==> src/rtl/core/swec_pkg.sv <==
// Shared types and constants of the sliding window event counter.
`default_nettype none

package swec_pkg;

  localparam int unsigned NUM_BUCKETS = 5;
  localparam int unsigned IDX_W       = (NUM_BUCKETS > 1) ? $clog2(NUM_BUCKETS) : 1;
  localparam int unsigned CNT_W       = $clog2(NUM_BUCKETS + 1);
  localparam int unsigned NIBBLES     = 8;
  localparam int unsigned FOLD_W      = $clog2(NIBBLES * 15 * (NUM_BUCKETS - 1) + 1);
  localparam int unsigned MOD_STEPS   = FOLD_W - IDX_W + 1;
  localparam int unsigned MSTEP_W     = $clog2(MOD_STEPS);

  // residue of 16**i mod NUM_BUCKETS for each nibble of the minute
  localparam logic [NIBBLES-1:0][IDX_W-1:0] NIB_WT = {
    IDX_W'((1 << 28) % NUM_BUCKETS),
    IDX_W'((1 << 24) % NUM_BUCKETS),
    IDX_W'((1 << 20) % NUM_BUCKETS),
    IDX_W'((1 << 16) % NUM_BUCKETS),
    IDX_W'((1 << 12) % NUM_BUCKETS),
    IDX_W'((1 << 8) % NUM_BUCKETS),
    IDX_W'((1 << 4) % NUM_BUCKETS),
    IDX_W'(1 % NUM_BUCKETS)
  };

  typedef logic [IDX_W-1:0] idx_t;

  typedef enum logic [1:0] {
    CMD_RECORD  = 2'd0,
    CMD_QUERY   = 2'd1,
    CMD_ADVANCE = 2'd2,
    CMD_CLEAR   = 2'd3
  } cmd_t;

  typedef enum logic [2:0] {
    S_IDLE,
    S_MOVE,
    S_MOD,
    S_WRITE,
    S_READ,
    S_ADD,
    S_SUM,
    S_DONE
  } state_t;

  typedef struct packed {
    logic [31:0] count;
    logic [31:0] stamp;
  } bucket_t;

  typedef struct packed {
    logic    clr;
    logic    wr_en;
    logic    rd_en;
    idx_t    addr;
    bucket_t wr_data;
  } store_req_t;

  typedef struct packed {
    logic        start;
    logic [31:0] dividend;
  } mod_req_t;

  typedef struct packed {
    logic done;
    idx_t rem;
  } mod_rsp_t;

endpackage

`default_nettype wire

==> src/rtl/core/swec_if.sv <==
// Handshake interfaces for input items and result items.
`default_nettype none

interface swec_in_if import swec_pkg::*; ();
  logic        valid;
  logic        ready;
  logic [1:0]  cmd;
  logic [31:0] minute;
  logic [31:0] delta;

  modport source (output valid, cmd, minute, delta, input ready);
  modport sink   (input valid, cmd, minute, delta, output ready);
endinterface

interface swec_out_if import swec_pkg::*; ();
  logic        valid;
  logic        ready;
  logic [34:0] recent_total;
  logic [47:0] lifetime_count;
  logic        window_advanced;

  modport source (output valid, recent_total, lifetime_count, window_advanced, input ready);
  modport sink   (input valid, recent_total, lifetime_count, window_advanced, output ready);
endinterface

`default_nettype wire

==> src/rtl/core/swec_mod_unit.sv <==
// Minute modulo bucket count: nibble fold by residue weights, then one trim step per cycle.
`default_nettype none

module swec_mod_unit import swec_pkg::*; (
  input  logic     clk,
  input  logic     rst,
  input  mod_req_t req,
  output mod_rsp_t rsp
);

  localparam logic [FOLD_W-1:0] MOD_BASE = FOLD_W'(NUM_BUCKETS);

  logic               busy;
  logic               done;
  logic [FOLD_W-1:0]  part;
  logic [MSTEP_W-1:0] step;
  logic [FOLD_W-1:0]  fold;
  logic [FOLD_W-1:0]  nib_ext;
  logic [FOLD_W-1:0]  wt_ext;
  logic [FOLD_W-1:0]  sub_val;

  always_comb begin
    fold    = '0;
    nib_ext = '0;
    wt_ext  = '0;
    for (int i = 0; i < NIBBLES; i++) begin
      nib_ext = FOLD_W'(req.dividend[4*i +: 4]);
      wt_ext  = FOLD_W'(NIB_WT[i]);
      fold    = fold + nib_ext * wt_ext;
    end
    sub_val = MOD_BASE << step;
  end

  always_ff @(posedge clk) begin
    if (rst) begin
      busy <= 1'b0;
      done <= 1'b0;
      step <= '0;
    end else begin
      done <= 1'b0;
      if (req.start) begin
        busy <= 1'b1;
        part <= fold;
        step <= MSTEP_W'(MOD_STEPS - 1);
      end else if (busy) begin
        if (part >= sub_val) begin
          part <= part - sub_val;
        end
        step <= step - 1'b1;
        if (step == '0) begin
          busy <= 1'b0;
          done <= 1'b1;
        end
      end
    end
  end

  assign rsp.done = done;
  assign rsp.rem  = part[IDX_W-1:0];

endmodule

`default_nettype wire

==> src/rtl/core/swec_bucket_store.sv <==
// Bucket memory with per-entry valid bits and a registered read port.
`default_nettype none

module swec_bucket_store import swec_pkg::*; (
  input  logic       clk,
  input  logic       rst,
  input  store_req_t req,
  output bucket_t    rd_data
);

  bucket_t                mem [NUM_BUCKETS];
  logic [NUM_BUCKETS-1:0] valid;
  bucket_t                rd_word;
  logic                   rd_valid;

  always_ff @(posedge clk) begin
    if (req.wr_en) begin
      mem[req.addr] <= req.wr_data;
    end
    if (req.rd_en) begin
      rd_word <= mem[req.addr];
    end
  end

  always_ff @(posedge clk) begin
    if (rst || req.clr) begin
      valid    <= '0;
      rd_valid <= 1'b0;
    end else begin
      if (req.wr_en) begin
        valid[req.addr] <= 1'b1;
      end
      if (req.rd_en) begin
        rd_valid <= valid[req.addr];
      end
    end
  end

  assign rd_data = rd_valid ? rd_word : '0;

endmodule

`default_nettype wire

==> src/rtl/core/sliding_window_event_counter_top.sv <==
// Sliding window event counter: sequencer, counters and result register.
// Each item is taken alone and yields one result. A query, a clear, or an
// advance to the current minute goes from S_MOVE through the bucket sweep to
// S_DONE; result valid rises in the same cycle as the block returns to
// S_IDLE for the next item. A record to the current minute adds S_READ and
// S_ADD to read and write back the active bucket; a move that steps the ring
// forward adds S_WRITE; a move that recomputes the bucket index as minute mod
// NUM_BUCKETS adds S_MOD and S_WRITE, as the modulo unit folds the minute and
// then trims it with one compare and subtract per cycle. The recent sum is
// formed by a sweep of the bucket memory, one bucket read per cycle. The
// result waits in an output register, so the next item is accepted while it
// is still pending; a result left waiting holds the following item in S_DONE.
`default_nettype none

module sliding_window_event_counter_top import swec_pkg::*; (
  input  logic       clk,
  input  logic       rst,
  swec_in_if.sink    item,
  swec_out_if.source result
);

  state_t      state;
  state_t      state_next;
  cmd_t        cmd_q;
  logic [31:0] minute_q;
  logic [31:0] delta_q;
  logic [31:0] last_seen;
  idx_t        active_bucket;
  logic [47:0] total_events;
  idx_t        idx_q;
  logic        moved_q;
  logic [CNT_W-1:0] sum_cnt;
  logic [34:0] sum_acc;

  logic        out_valid;
  logic [34:0] out_sum;
  logic [47:0] out_life;
  logic        out_adv;

  store_req_t  store_req;
  bucket_t     rd_data;
  mod_req_t    mod_req;
  mod_rsp_t    mod_rsp;

  logic        rec_or_adv;
  logic        moving;
  logic [31:0] diff;
  logic        use_mod;
  logic [IDX_W:0] step_sum;
  idx_t        step_idx;
  logic [48:0] total_add;
  logic [47:0] total_sat;
  logic [32:0] cnt_add;
  logic [31:0] cnt_sat;
  logic [31:0] age;
  logic        in_window;
  logic [35:0] acc_add;
  logic [34:0] acc_sat;
  logic        out_load;

  swec_mod_unit u_mod (
    .clk (clk),
    .rst (rst),
    .req (mod_req),
    .rsp (mod_rsp)
  );

  swec_bucket_store u_store (
    .clk     (clk),
    .rst     (rst),
    .req     (store_req),
    .rd_data (rd_data)
  );

  always_comb begin
    rec_or_adv = (cmd_q == CMD_RECORD) || (cmd_q == CMD_ADVANCE);
    moving     = rec_or_adv && (minute_q != last_seen);
    diff       = minute_q - last_seen;
    use_mod    = (last_seen == 32'd0) || (minute_q < last_seen) ||
                 (diff >= 32'(NUM_BUCKETS));
    step_sum   = {1'b0, active_bucket} + diff[IDX_W:0];
    if (step_sum >= (IDX_W+1)'(NUM_BUCKETS)) begin
      step_idx = IDX_W'(step_sum - (IDX_W+1)'(NUM_BUCKETS));
    end else begin
      step_idx = step_sum[IDX_W-1:0];
    end
    total_add = {1'b0, total_events} + {17'd0, delta_q};
    total_sat = total_add[48] ? '1 : total_add[47:0];
    cnt_add   = {1'b0, rd_data.count} + {1'b0, delta_q};
    cnt_sat   = cnt_add[32] ? '1 : cnt_add[31:0];
    age       = minute_q - rd_data.stamp;
    in_window = (rd_data.stamp != 32'd0) && (rd_data.stamp <= minute_q) &&
                (age < 32'(NUM_BUCKETS));
    acc_add   = {1'b0, sum_acc} + {4'd0, rd_data.count};
    acc_sat   = acc_add[35] ? '1 : acc_add[34:0];
    out_load  = (state == S_DONE) && (!out_valid || result.ready);
  end

  always_comb begin
    state_next = state;
    case (state)
      S_IDLE: begin
        if (item.valid) begin
          state_next = S_MOVE;
        end
      end
      S_MOVE: begin
        if (!rec_or_adv) begin
          state_next = S_SUM;
        end else if (!moving) begin
          state_next = (cmd_q == CMD_RECORD) ? S_READ : S_SUM;
        end else if (use_mod) begin
          state_next = S_MOD;
        end else begin
          state_next = S_WRITE;
        end
      end
      S_MOD: begin
        if (mod_rsp.done) begin
          state_next = S_WRITE;
        end
      end
      S_WRITE: state_next = S_SUM;
      S_READ:  state_next = S_ADD;
      S_ADD:   state_next = S_SUM;
      S_SUM: begin
        if (sum_cnt == CNT_W'(NUM_BUCKETS)) begin
          state_next = S_DONE;
        end
      end
      S_DONE: begin
        if (!out_valid || result.ready) begin
          state_next = S_IDLE;
        end
      end
      default: state_next = S_IDLE;
    endcase
  end

  always_comb begin
    item.ready        = (state == S_IDLE);
    mod_req.start     = (state == S_MOVE) && moving && use_mod;
    mod_req.dividend  = minute_q;
    store_req.clr     = (state == S_MOVE) && (cmd_q == CMD_CLEAR);
    store_req.wr_en   = 1'b0;
    store_req.rd_en   = 1'b0;
    store_req.addr    = active_bucket;
    store_req.wr_data = '0;
    case (state)
      S_WRITE: begin
        store_req.wr_en         = 1'b1;
        store_req.addr          = idx_q;
        store_req.wr_data.count = (cmd_q == CMD_RECORD) ? delta_q : 32'd0;
        store_req.wr_data.stamp = minute_q;
      end
      S_READ: begin
        store_req.rd_en = 1'b1;
      end
      S_ADD: begin
        store_req.wr_en         = 1'b1;
        store_req.wr_data.count = cnt_sat;
        store_req.wr_data.stamp = rd_data.stamp;
      end
      S_SUM: begin
        store_req.rd_en = (sum_cnt < CNT_W'(NUM_BUCKETS));
        store_req.addr  = sum_cnt[IDX_W-1:0];
      end
      default: begin
        store_req.wr_en = 1'b0;
      end
    endcase
  end

  always_ff @(posedge clk) begin
    if (rst) begin
      state         <= S_IDLE;
      last_seen     <= '0;
      active_bucket <= '0;
      total_events  <= '0;
      moved_q       <= 1'b0;
      sum_cnt       <= '0;
      out_valid     <= 1'b0;
    end else begin
      state <= state_next;
      case (state)
        S_IDLE: begin
          if (item.valid) begin
            cmd_q    <= cmd_t'(item.cmd);
            minute_q <= item.minute;
            delta_q  <= item.delta;
          end
        end
        S_MOVE: begin
          moved_q <= moving;
          idx_q   <= step_idx;
          sum_cnt <= '0;
          sum_acc <= '0;
          if (cmd_q == CMD_CLEAR) begin
            last_seen     <= '0;
            active_bucket <= '0;
            total_events  <= '0;
          end
        end
        S_MOD: begin
          if (mod_rsp.done) begin
            idx_q <= mod_rsp.rem;
          end
        end
        S_WRITE: begin
          last_seen     <= minute_q;
          active_bucket <= idx_q;
          if (cmd_q == CMD_RECORD) begin
            total_events <= total_sat;
          end
        end
        S_ADD: begin
          total_events <= total_sat;
        end
        S_SUM: begin
          if (sum_cnt < CNT_W'(NUM_BUCKETS)) begin
            sum_cnt <= sum_cnt + 1'b1;
          end
          if ((sum_cnt != '0) && in_window) begin
            sum_acc <= acc_sat;
          end
        end
        default: begin
          sum_cnt <= sum_cnt;
        end
      endcase
      if (out_load) begin
        out_valid <= 1'b1;
      end else if (result.ready) begin
        out_valid <= 1'b0;
      end
    end
  end

  always_ff @(posedge clk) begin
    if (out_load) begin
      out_sum  <= sum_acc;
      out_life <= total_events;
      out_adv  <= moved_q;
    end
  end

  assign result.valid           = out_valid;
  assign result.recent_total    = out_sum;
  assign result.lifetime_count  = out_life;
  assign result.window_advanced = out_adv;

  a_active_range: assert property (@(posedge clk) disable iff (rst)
    active_bucket <= IDX_W'(NUM_BUCKETS - 1))
    else $error("active bucket out of range");

  a_mod_done_state: assert property (@(posedge clk) disable iff (rst)
    mod_rsp.done |-> (state == S_MOD))
    else $error("modulo result outside its wait state");

  a_accept_moves: assert property (@(posedge clk) disable iff (rst)
    (item.valid && item.ready) |=> (state == S_MOVE))
    else $error("accepted beat did not start the sequence");

  a_sweep_bound: assert property (@(posedge clk) disable iff (rst)
    sum_cnt <= CNT_W'(NUM_BUCKETS))
    else $error("bucket sweep overran");

endmodule

`default_nettype wire
==> src/flat_wrapper.sv <==
// flat-port wrapper written by rule: the top's interface ports become plain ports
module sliding_window_event_counter_top_flat import swec_pkg::*;
  (clk, rst, item_valid, item_cmd, item_minute, item_delta, item_ready, result_valid, result_recent_total, result_lifetime_count, result_window_advanced, result_ready);
  swec_in_if item_i ();
  swec_out_if result_i ();
  input  logic clk;
  input  logic rst;
  input wire logic [$bits(item_i.valid)-1:0] item_valid;
  input wire logic [$bits(item_i.cmd)-1:0] item_cmd;
  input wire logic [$bits(item_i.minute)-1:0] item_minute;
  input wire logic [$bits(item_i.delta)-1:0] item_delta;
  output wire logic [$bits(item_i.ready)-1:0] item_ready;
  output wire logic [$bits(result_i.valid)-1:0] result_valid;
  output wire logic [$bits(result_i.recent_total)-1:0] result_recent_total;
  output wire logic [$bits(result_i.lifetime_count)-1:0] result_lifetime_count;
  output wire logic [$bits(result_i.window_advanced)-1:0] result_window_advanced;
  input wire logic [$bits(result_i.ready)-1:0] result_ready;
  assign item_i.valid = item_valid;
  assign item_i.cmd = item_cmd;
  assign item_i.minute = item_minute;
  assign item_i.delta = item_delta;
  assign item_ready = item_i.ready;
  assign result_valid = result_i.valid;
  assign result_recent_total = result_i.recent_total;
  assign result_lifetime_count = result_i.lifetime_count;
  assign result_window_advanced = result_i.window_advanced;
  assign result_i.ready = result_ready;
  sliding_window_event_counter_top u_core (.clk(clk), .rst(rst), .item(item_i), .result(result_i));
endmodule
==> config.mk <==
export PLATFORM = sky130hd
export DESIGN_NAME = sliding_window_event_counter_top_flat
export DESIGN_NICKNAME = d
export VERILOG_FILES = /design/src/rtl/core/swec_pkg.sv /design/src/rtl/core/swec_if.sv /design/src/rtl/core/swec_mod_unit.sv /design/src/rtl/core/swec_bucket_store.sv /design/src/rtl/core/sliding_window_event_counter_top.sv /design/src/flat_wrapper.sv
export SDC_FILE = /design/constraint.sdc
export NUM_CORES = 1
export LEC_CHECK = 0
export CAP_MARGIN = 10
export CORE_ASPECT_RATIO = 1.1
export CORE_MARGIN = 2
export CORE_UTILIZATION = 50
export CTS_CLUSTER_DIAMETER = 120
export DETAILED_ROUTE_END_ITERATION = 6
export DONT_BUFFER_PORTS = 1
export GPL_TIMING_DRIVEN = 0
export PLACE_DENSITY_LB_ADDON = 0.1
export SYNTH_ARGS = -nofsm -noshare
export SYNTH_HDL_FRONTEND = slang
export SYNTH_SLANG_ARGS = --single-unit
==> constraint.sdc <==
create_clock -name clk -period 11.8 [get_ports clk]
set_input_delay 0.59 -clock clk [delete_from_list [all_inputs] [get_ports clk]]
set_output_delay 0.59 -clock clk [all_outputs]
set_load 0.05 [all_outputs]
Word level (Yosys, flattened, before mapping)
Memories as Yosys holds them, arrays and structs flattened. A register that Yosys moved wholly into a read port is not among the register bits.
Index checks and enable logic that the tools add are counted.
{"block": "word_totals", "out_inout_bits": 86, "memories": 1, "mem_bits_rw": 320, "ff_bits": 299}
{"memory": "u_core.u_store.mem", "depth": 5, "word_bits": 64, "read_ports": 1, "rd_ports_with_merged_regs": 1, "write_ports": 1, "line": "swec_bucket_store.sv:11", "source": "bucket_t mem [NUM_BUCKETS];"}
{"block": "classes", "order_cmp": 9, "bitwise_logic": 3, "n_addsub": 17, "n_mux": 49, "reduce_logical": 39, "n_shift": 1, "n_eq_ne": 19}
{"op": "$mux W48", "count": 3}
{"op": "$pmux W48 S3", "count": 1}
{"op": "$pmux W64 S2", "count": 1}
{"op": "$mux W32", "count": 3}
{"op": "$mux W35", "count": 2}
{"op": "$pmux W35 S2", "count": 1}
{"op": "$mux W64", "count": 1}
{"op": "$pmux W32 S2", "count": 1}
{"op": "$sub A32 B32 Y32", "count": 2}
{"op": "$add A48 B32 Y49", "count": 1}
{"op": "$add A35 B32 Y36", "count": 1}
{"op": "$mux W3", "count": 12}
{"op": "$add A32 B32 Y33", "count": 1}
{"op": "$ge A32 B3 Y1 const B", "count": 1}
{"op": "$le A32 B32 Y1", "count": 1}
{"op": "$logic_not A32 Y1", "count": 1}
{"op": "$lt A32 B3 Y1 const B", "count": 1}
{"op": "$lt A32 B32 Y1", "count": 1}
{"op": "$ne A32 B32 Y1", "count": 1}
{"op": "$reduce_bool A32 Y1", "count": 1}
{"op": "$mux W9", "count": 3}
{"op": "$pmux W3 S2", "count": 4}
{"op": "$pmux W3 S7", "count": 1}
{"op": "$add A9 B4 Y9", "count": 2}
{"op": "other kinds (41)", "count": 90}

Logic depth before layout (Yosys ltp)
{"block": "depth", "ltp_word": 8, "mapped_depth": 17, "ltp_nobuf": 15}

Modules after synthesis
Synthesis repeated with hierarchy kept, for this count alone.
{"block": "unflattened", "cells_unflattened": 3028, "hier_area_um2": 36208.5}
{"module": "sliding_window_event_counter_top", "area_each_um2": 19777.7, "seq_area_each_um2": 7467.2, "cells_each": 2184, "instances": 1}
{"module": "swec_bucket_store", "area_each_um2": 14517.7, "seq_area_each_um2": 11651.2, "cells_each": 635, "instances": 1}
{"module": "swec_mod_unit", "area_each_um2": 1913.1, "seq_area_each_um2": 370.4, "cells_each": 209, "instances": 1}

Worst setup path before layout
Ideal clock, no wire load.
{"block": "synth_timing", "kind": "reg2reg", "from": "register u_core.state[0]", "to": "memory u_core.u_store.mem[4][0] (netlist name) (enable)", "t_required_ps": 11153, "arrival_time_ps": 8105, "synth_period_minus_slack_ps": 8753, "path_buffers": 4, "slack_ps": 3047, "stages_incl_launch_ff": 9, "path_cell_list": "dfxtp_1 -> clkbuf_1 -> clkinv_1 -> and3_1 -> clkbuf_1 -> a221o_1 -> clkbuf_1 -> clkbuf_1 -> nor4_1"}
{"block": "synth_between", "elab_chain_len": 5, "word_cells_on_any_way": 8, "classes_between": "eq/ne: 3; mux: 4; reduce/logical: 1"}
{"item": "from (decl)", "line": "sliding_window_event_counter_top.sv:22", "source": "state_t state;"}
{"item": "from (signal assigned)", "line": "sliding_window_event_counter_top.sv:184", "source": "state <= state_next;"}
{"item": "$eq A3 B3 Y1 / $eq A3 B2 Y1 (equally long branches)", "line": "sliding_window_event_counter_top.sv:149", "source": "case (state)"}
{"item": "$reduce_or A2 Y1 (no line)"}
{"item": "$mux W1", "line": "sliding_window_event_counter_top.sv:149"}
{"item": "$mux W1", "line": "swec_bucket_store.sv:17", "source": "if (req.wr_en) begin"}
{"item": "$mux W1 (implied by the code)", "line": "swec_bucket_store.sv:18", "source": "mem[req.addr] <= req.wr_data;"}
{"item": "to (decl)", "line": "swec_bucket_store.sv:11"}
Several ways; a longest one is shown, not always the timed one.

Worst setup path after layout
{"block": "layout_timing", "from": "register u_core.u_store.rd_valid", "to": "register u_core.sum_acc[20] (enable)"}
{"block": "layout_between", "elab_chain_len": 7, "word_cells_on_any_way": 10, "classes_between": "add/sub: 1; order compare: 2; eq/ne: 1; mux: 1; reduce/logical: 5"}
{"item": "from (decl)", "line": "swec_bucket_store.sv:14", "source": "logic rd_valid;"}
{"item": "from (signal assigned)", "line": "swec_bucket_store.sv:34", "source": "rd_valid <= valid[req.addr];"}
{"item": "$mux W64 (*)", "line": "swec_bucket_store.sv:39", "source": "assign rd_data = rd_valid ? rd_word : '0;"}
{"item": "$sub A32 B32 Y32 (tied with other cells)", "line": "sliding_window_event_counter_top.sv:91", "source": "age = minute_q - rd_data.stamp;"}
{"item": "$lt A32 B3 Y1 / $logic_and A1 B1 Y1 (equally long branches)", "line": "sliding_window_event_counter_top.sv:93, sliding_window_event_counter_top.sv:92"}
{"item": "$logic_and A1 B1 Y1 (*)", "line": "sliding_window_event_counter_top.sv:92", "source": "in_window = (rd_data.stamp != 32'd0) && (rd_data.stamp <= minute_q) &&"}
{"item": "$logic_and A1 B1 Y1 (*)", "line": "sliding_window_event_counter_top.sv:223", "source": "if ((sum_cnt != '0) && in_window) begin"}
{"item": "$ne A2 B1 Y1 (no line) (*)"}
{"item": "$reduce_and A3 Y1 (no line) (*)"}
{"item": "to (signal assigned)", "line": "sliding_window_event_counter_top.sv:224", "source": "sum_acc <= acc_sat;"}
{"item": "to (decl)", "line": "sliding_window_event_counter_top.sv:33", "source": "logic [34:0] sum_acc;"}
Every way passes the cells marked *; elsewhere a longest branch is shown, timed or not.
A chain may end at the register's enable or synchronous reset.

==> results summary <==
The total power density per cell area came out at a little over 200 nW/µm². Of the post-synthesis cell area, the dominant cell type holds 48.8%. The wire length of the first global-routing pass came out at about 160000 µm. The critical path class is flip-flop to flip-flop. Setup slack closes at about 5500 ps. The number of nets in the final layout came out at 3831. The total congestion overflow after global routing is 0.

The clock tree skew after final layout is 24.2 ps. Across all layers, the routed design uses 26911 vias. Among all flip-flop cells after synthesis, the most frequent one is sky130_fd_sc_hd__edfxtp_1. The post-route netlist has 5.53% of its cells at a drive strength greater than 1. The number of setup violations in the final report came out at 0. The tree is rooted in a sky130_fd_sc_hd__clkbuf_16.

The die area came out at 73600 µm². The number of flops mapped to enable cells by yosys came out at approximately 580. In this run the number of H-tree levels came out at 3. Fill cells in the final layout number between 6000 and 7000. The maximum clock insertion buffer count came out at 3.

The total clock sinks came out at 683. The worst ir drop on vdd came out at 134 µV. Data on the critical path is required at its endpoint by 12120 ps. The total wire length came out at 103000 µm. The post-placement setup slack came out at around 5500 ps. Synthesis handed over a netlist of 3421 instances. The cell class contributing the biggest share of worst-path delay is simple AND/OR/NAND/NOR gates. The post-CTS setup repair buffer count is 0. The number of buffers added on ports is 0. The top cell types in the final layout, fill and taps aside, are sky130_fd_sc_hd__nand2_1 (636), sky130_fd_sc_hd__edfxtp_1 (581), sky130_fd_sc_hd__o21ai_0 (230).

The max-slew violation count is 0. The chip width came out at between 200 and 300 µm. TritonCTS built the clock tree. The share of the cycle needed by the critical path after routing is between 50% and 60%.

The critical path goes through clkbuf_1 -> clkbuf_1 -> nand2_1 -> ha_1 -> clkbuf_1 -> nand2b_1 -> nand4b_1 -> a2111oi_0 -> nand3_1 -> nor4_1 -> nand4_1 -> nor4_1 -> nand4bb_1 -> or4_1 -> a2111o_1 -> o21ai_4 -> buf_16. The post-synthesis area per instance came out at approximately 10 µm². The number of antenna violations at the first check in global routing came to 4. Gates resized during post-CTS repair numbered 0. The placeable core region came out at between 70000 and 80000 µm². On the critical path, the stage with the largest delay is an instance of sky130_fd_sc_hd__o21ai_4. Before antenna repair, the detailed router went through 6 iterations.

After detailed routing, the number of vias per cell comes to 5.93. The most common library cell in the layout ignoring fill and taps is sky130_fd_sc_hd__nand2_1. Setup repair after global routing left no endpoint under its margin. Once detailed placement completed, the half-perimeter wirelength came to 77500 µm.

Synthesis produced a netlist with a net count of 3709. The run finished with clean final reports. The number of buffers and inverters on the critical path is 4. 156 I/O pins were placed. The end-of-flow core utilization came out at a little under three fifths. The row count came out at 102.

For this run, the slowest stage of the critical path takes about 710 ps. The number of buffers created by CTS is a little over 70. The Yosys step of the flow raised 0 warnings. The leakage power summed over all cells is ~15 nW. Summing the sequential cell areas from Yosys gives between 50% and 60% of the chip area.

Sorting the synthesized cells by area gives the leading types as sky130_fd_sc_hd__edfxtp_1 (49%), sky130_fd_sc_hd__nand2_1 (6.7%), sky130_fd_sc_hd__ha_1 (6.6%), sky130_fd_sc_hd__dfxtp_1 (5.7%), sky130_fd_sc_hd__o21ai_0 (3.2%). Yosys mapped the design onto 83 distinct sky130hd cell types. The worst path needs 6270 ps of the cycle, external delays included. The quantity of hold-fixing buffers added after cts came out at 0. In this run the worst hold path is classified as primary input to flip-flop. The biggest area contributor in the post-synthesis netlist is sky130_fd_sc_hd__edfxtp_1.

The highest clock frequency the design can meet came out at 0.159 GHz. The type of origin of the critical path is a flip-flop. The worst pin sits at a relative slew slack of 18.3%. The max-cap check violation count came out at 0.

The height of the chip came out at 284 µm. The detail route stage leaves a number of antenna-violating nets equal to 0. The synthesis-to-layout area growth is 11.9%.

The data arrival time of the critical path came out at between 6000 and 7000 ps. The global placer's final weighted congestion is 0.956. Entering global routing, the biggest net connects 38 pins. Counting flops and latches in the post-synthesis netlist gives between 600 and 700. The source-to-sink clock delay at the later pin of the worst-skew pair came out at roughly 630 ps.

After synthesis the cells add up to 35700 µm². The clock transition at the register clock pins on the worst setup and hold paths after CTS is 60 ps. The initial detailed-routing violation count came out at 2559. The logic depth of the worst register-to-register path is 17.

The async set-reset flop share out of synthesis is 0%. The number of global-route vias before repair is 26083. The worst hold slack after final layout came out at 53.7 ps.

The number of hold violations in the final report came to 0. The worst-margin pin slew came out at between 1000 and 1500 ps. The critical path crosses 17 cells after its start point. The initial core utilization came out at between 50% and 60%.

Counting stages on the worst path, the most repeated cell is sky130_fd_sc_hd__clkbuf_1. The post-detailed-route DRC marker count came out at 0. In the final routed layout, each cell accounts on average for 22.8 µm. The worst hold path was traced through 0 stages. The aggregate global-route resource usage is between 20 and 30%. The type of element capturing the critical path is a flip-flop. The highest net fanout along the worst path came out at 18.
==> synthesized netlist by cell type, drive strengths merged (14+ instances only) <==
cell	number
inv	129
a21o	73
xnor2	81
a211oi	21
a22oi	34
nor2b	25
mux2i	22
nor3	42
a22o	34
dfxtp	102
a21oi	201
fa	29
and3	20
buf	19
nand3	189
nand2b	22
nand4	31
o21a	26
nor2	190
o21bai	14
nand2	636
xor2	37
nor4	30
o211ai	21
or3	14
a31oi	29
clkbuf	134
edfxtp	581
and2	46
ha	189
o21ai	239
==> final timing paths <==
check | startpoint | to | slack, ps
worst max-delay path | u_core.u_store.rd_valid | u_core.sum_acc[20] | 5530
worst min-delay path | item_delta[29] | u_core.delta_q[29] | 50
worst max register to register | u_core.u_store.rd_valid | u_core.sum_acc[20] | 5530
worst min register to register | u_core.total_events[19] | u_core.total_events[19] | 460
==> registers in the layout, summed over array words and instances (netlist names), 5 cells and up <==
name,count
u_core.u_store.mem,320
u_core.u_store.rd_word,64
u_core.result.lifetime_count,48
u_core.total_events,48
u_core.result.recent_total,35
u_core.sum_acc,35
u_core.delta_q,32
u_core.last_seen,32
u_core.minute_q,32
u_core.u_mod.part,9
u_core.u_store.valid,5
==> power by group <==
part           switching, mW  leakage [nW]  internal, mW  total [mW]
combinational           1.64          7.52         0.923        2.57
clock                  0.959          1.20          1.41        2.37
sequential             0.236          6.18          2.98        3.21
==> worst register-to-register path, stage by stage, from the launching register on <==
cell,delay [ps]
sky130_fd_sc_hd__dfxtp_1,450
sky130_fd_sc_hd__clkbuf_1,710
sky130_fd_sc_hd__clkbuf_1,450
sky130_fd_sc_hd__nand2_1,190
sky130_fd_sc_hd__ha_1,320
sky130_fd_sc_hd__clkbuf_1,320
sky130_fd_sc_hd__nand2b_1,230
sky130_fd_sc_hd__nand4b_1,100
sky130_fd_sc_hd__a2111oi_0,420
sky130_fd_sc_hd__nand3_1,140
sky130_fd_sc_hd__nor4_1,300
sky130_fd_sc_hd__nand4_1,140
sky130_fd_sc_hd__nor4_1,220
sky130_fd_sc_hd__nand4bb_1,180
sky130_fd_sc_hd__or4_1,440
sky130_fd_sc_hd__a2111o_1,410
sky130_fd_sc_hd__o21ai_4,710
sky130_fd_sc_hd__buf_16,240
==> cell families (layout without fill, tap and decap cells) <==
logic type               after synthesis  in the layout  synth area share [%]
adder cells (fa/ha/maj)              218            218                  8.25
AND/OR/NAND/NOR                     1295           1295                  16.4
buffers and inverters                283            461                  3.06
other                                  0              2                     0
flip-flops                           683            683                  54.6
AO/OA/AOI/OAI                        800            800                  14.1
XOR/XNOR                             118            118                  2.89
multiplexers                          24             24                 0.680
==> routing by layer <==
layer	vias up	wire length, µm	GRT usage [%]
met2	869	50300	46.9
met3	189	5590	4.31
met1	13066	43700	35.7
met4	4	3870	10.6
met5	-	19	0
li1	12783	-	-
==> metrics by stage <==
stage | instances | power (mW) | instance area (µm²) | TNS, ps
3_3_place_gp | 4357 | 5.75 | 36900 | -467760
4_1_cts | 4535 | 8.19 | 40000 | 0
3_5_place_dp | 4405 | 5.81 | 37500 | 0
6_report | 4537 | 8.15 | 40000 | 0
2_1_floorplan | 3421 | 4.96 | 35700 | 0
5_1_grt | 4537 | 8.59 | 40000 | 0
==> final cells by class <==
cell class	count	area (µm²)	share of cell area (%)
Antenna cell	2	5.00	0.0125
Buffer	153	606	1.51
Inverter	130	488	1.22
Sequential cell	683	19500	48.8
Multi-Input combinational cell	2455	15200	38.0
Clock buffer	90	1930	4.83
Tap cell	936	1170	2.93
Timing Repair Buffer	48	539	1.35
Clock inverter	40	536	1.34
Power figures use the tool's default switching activity.
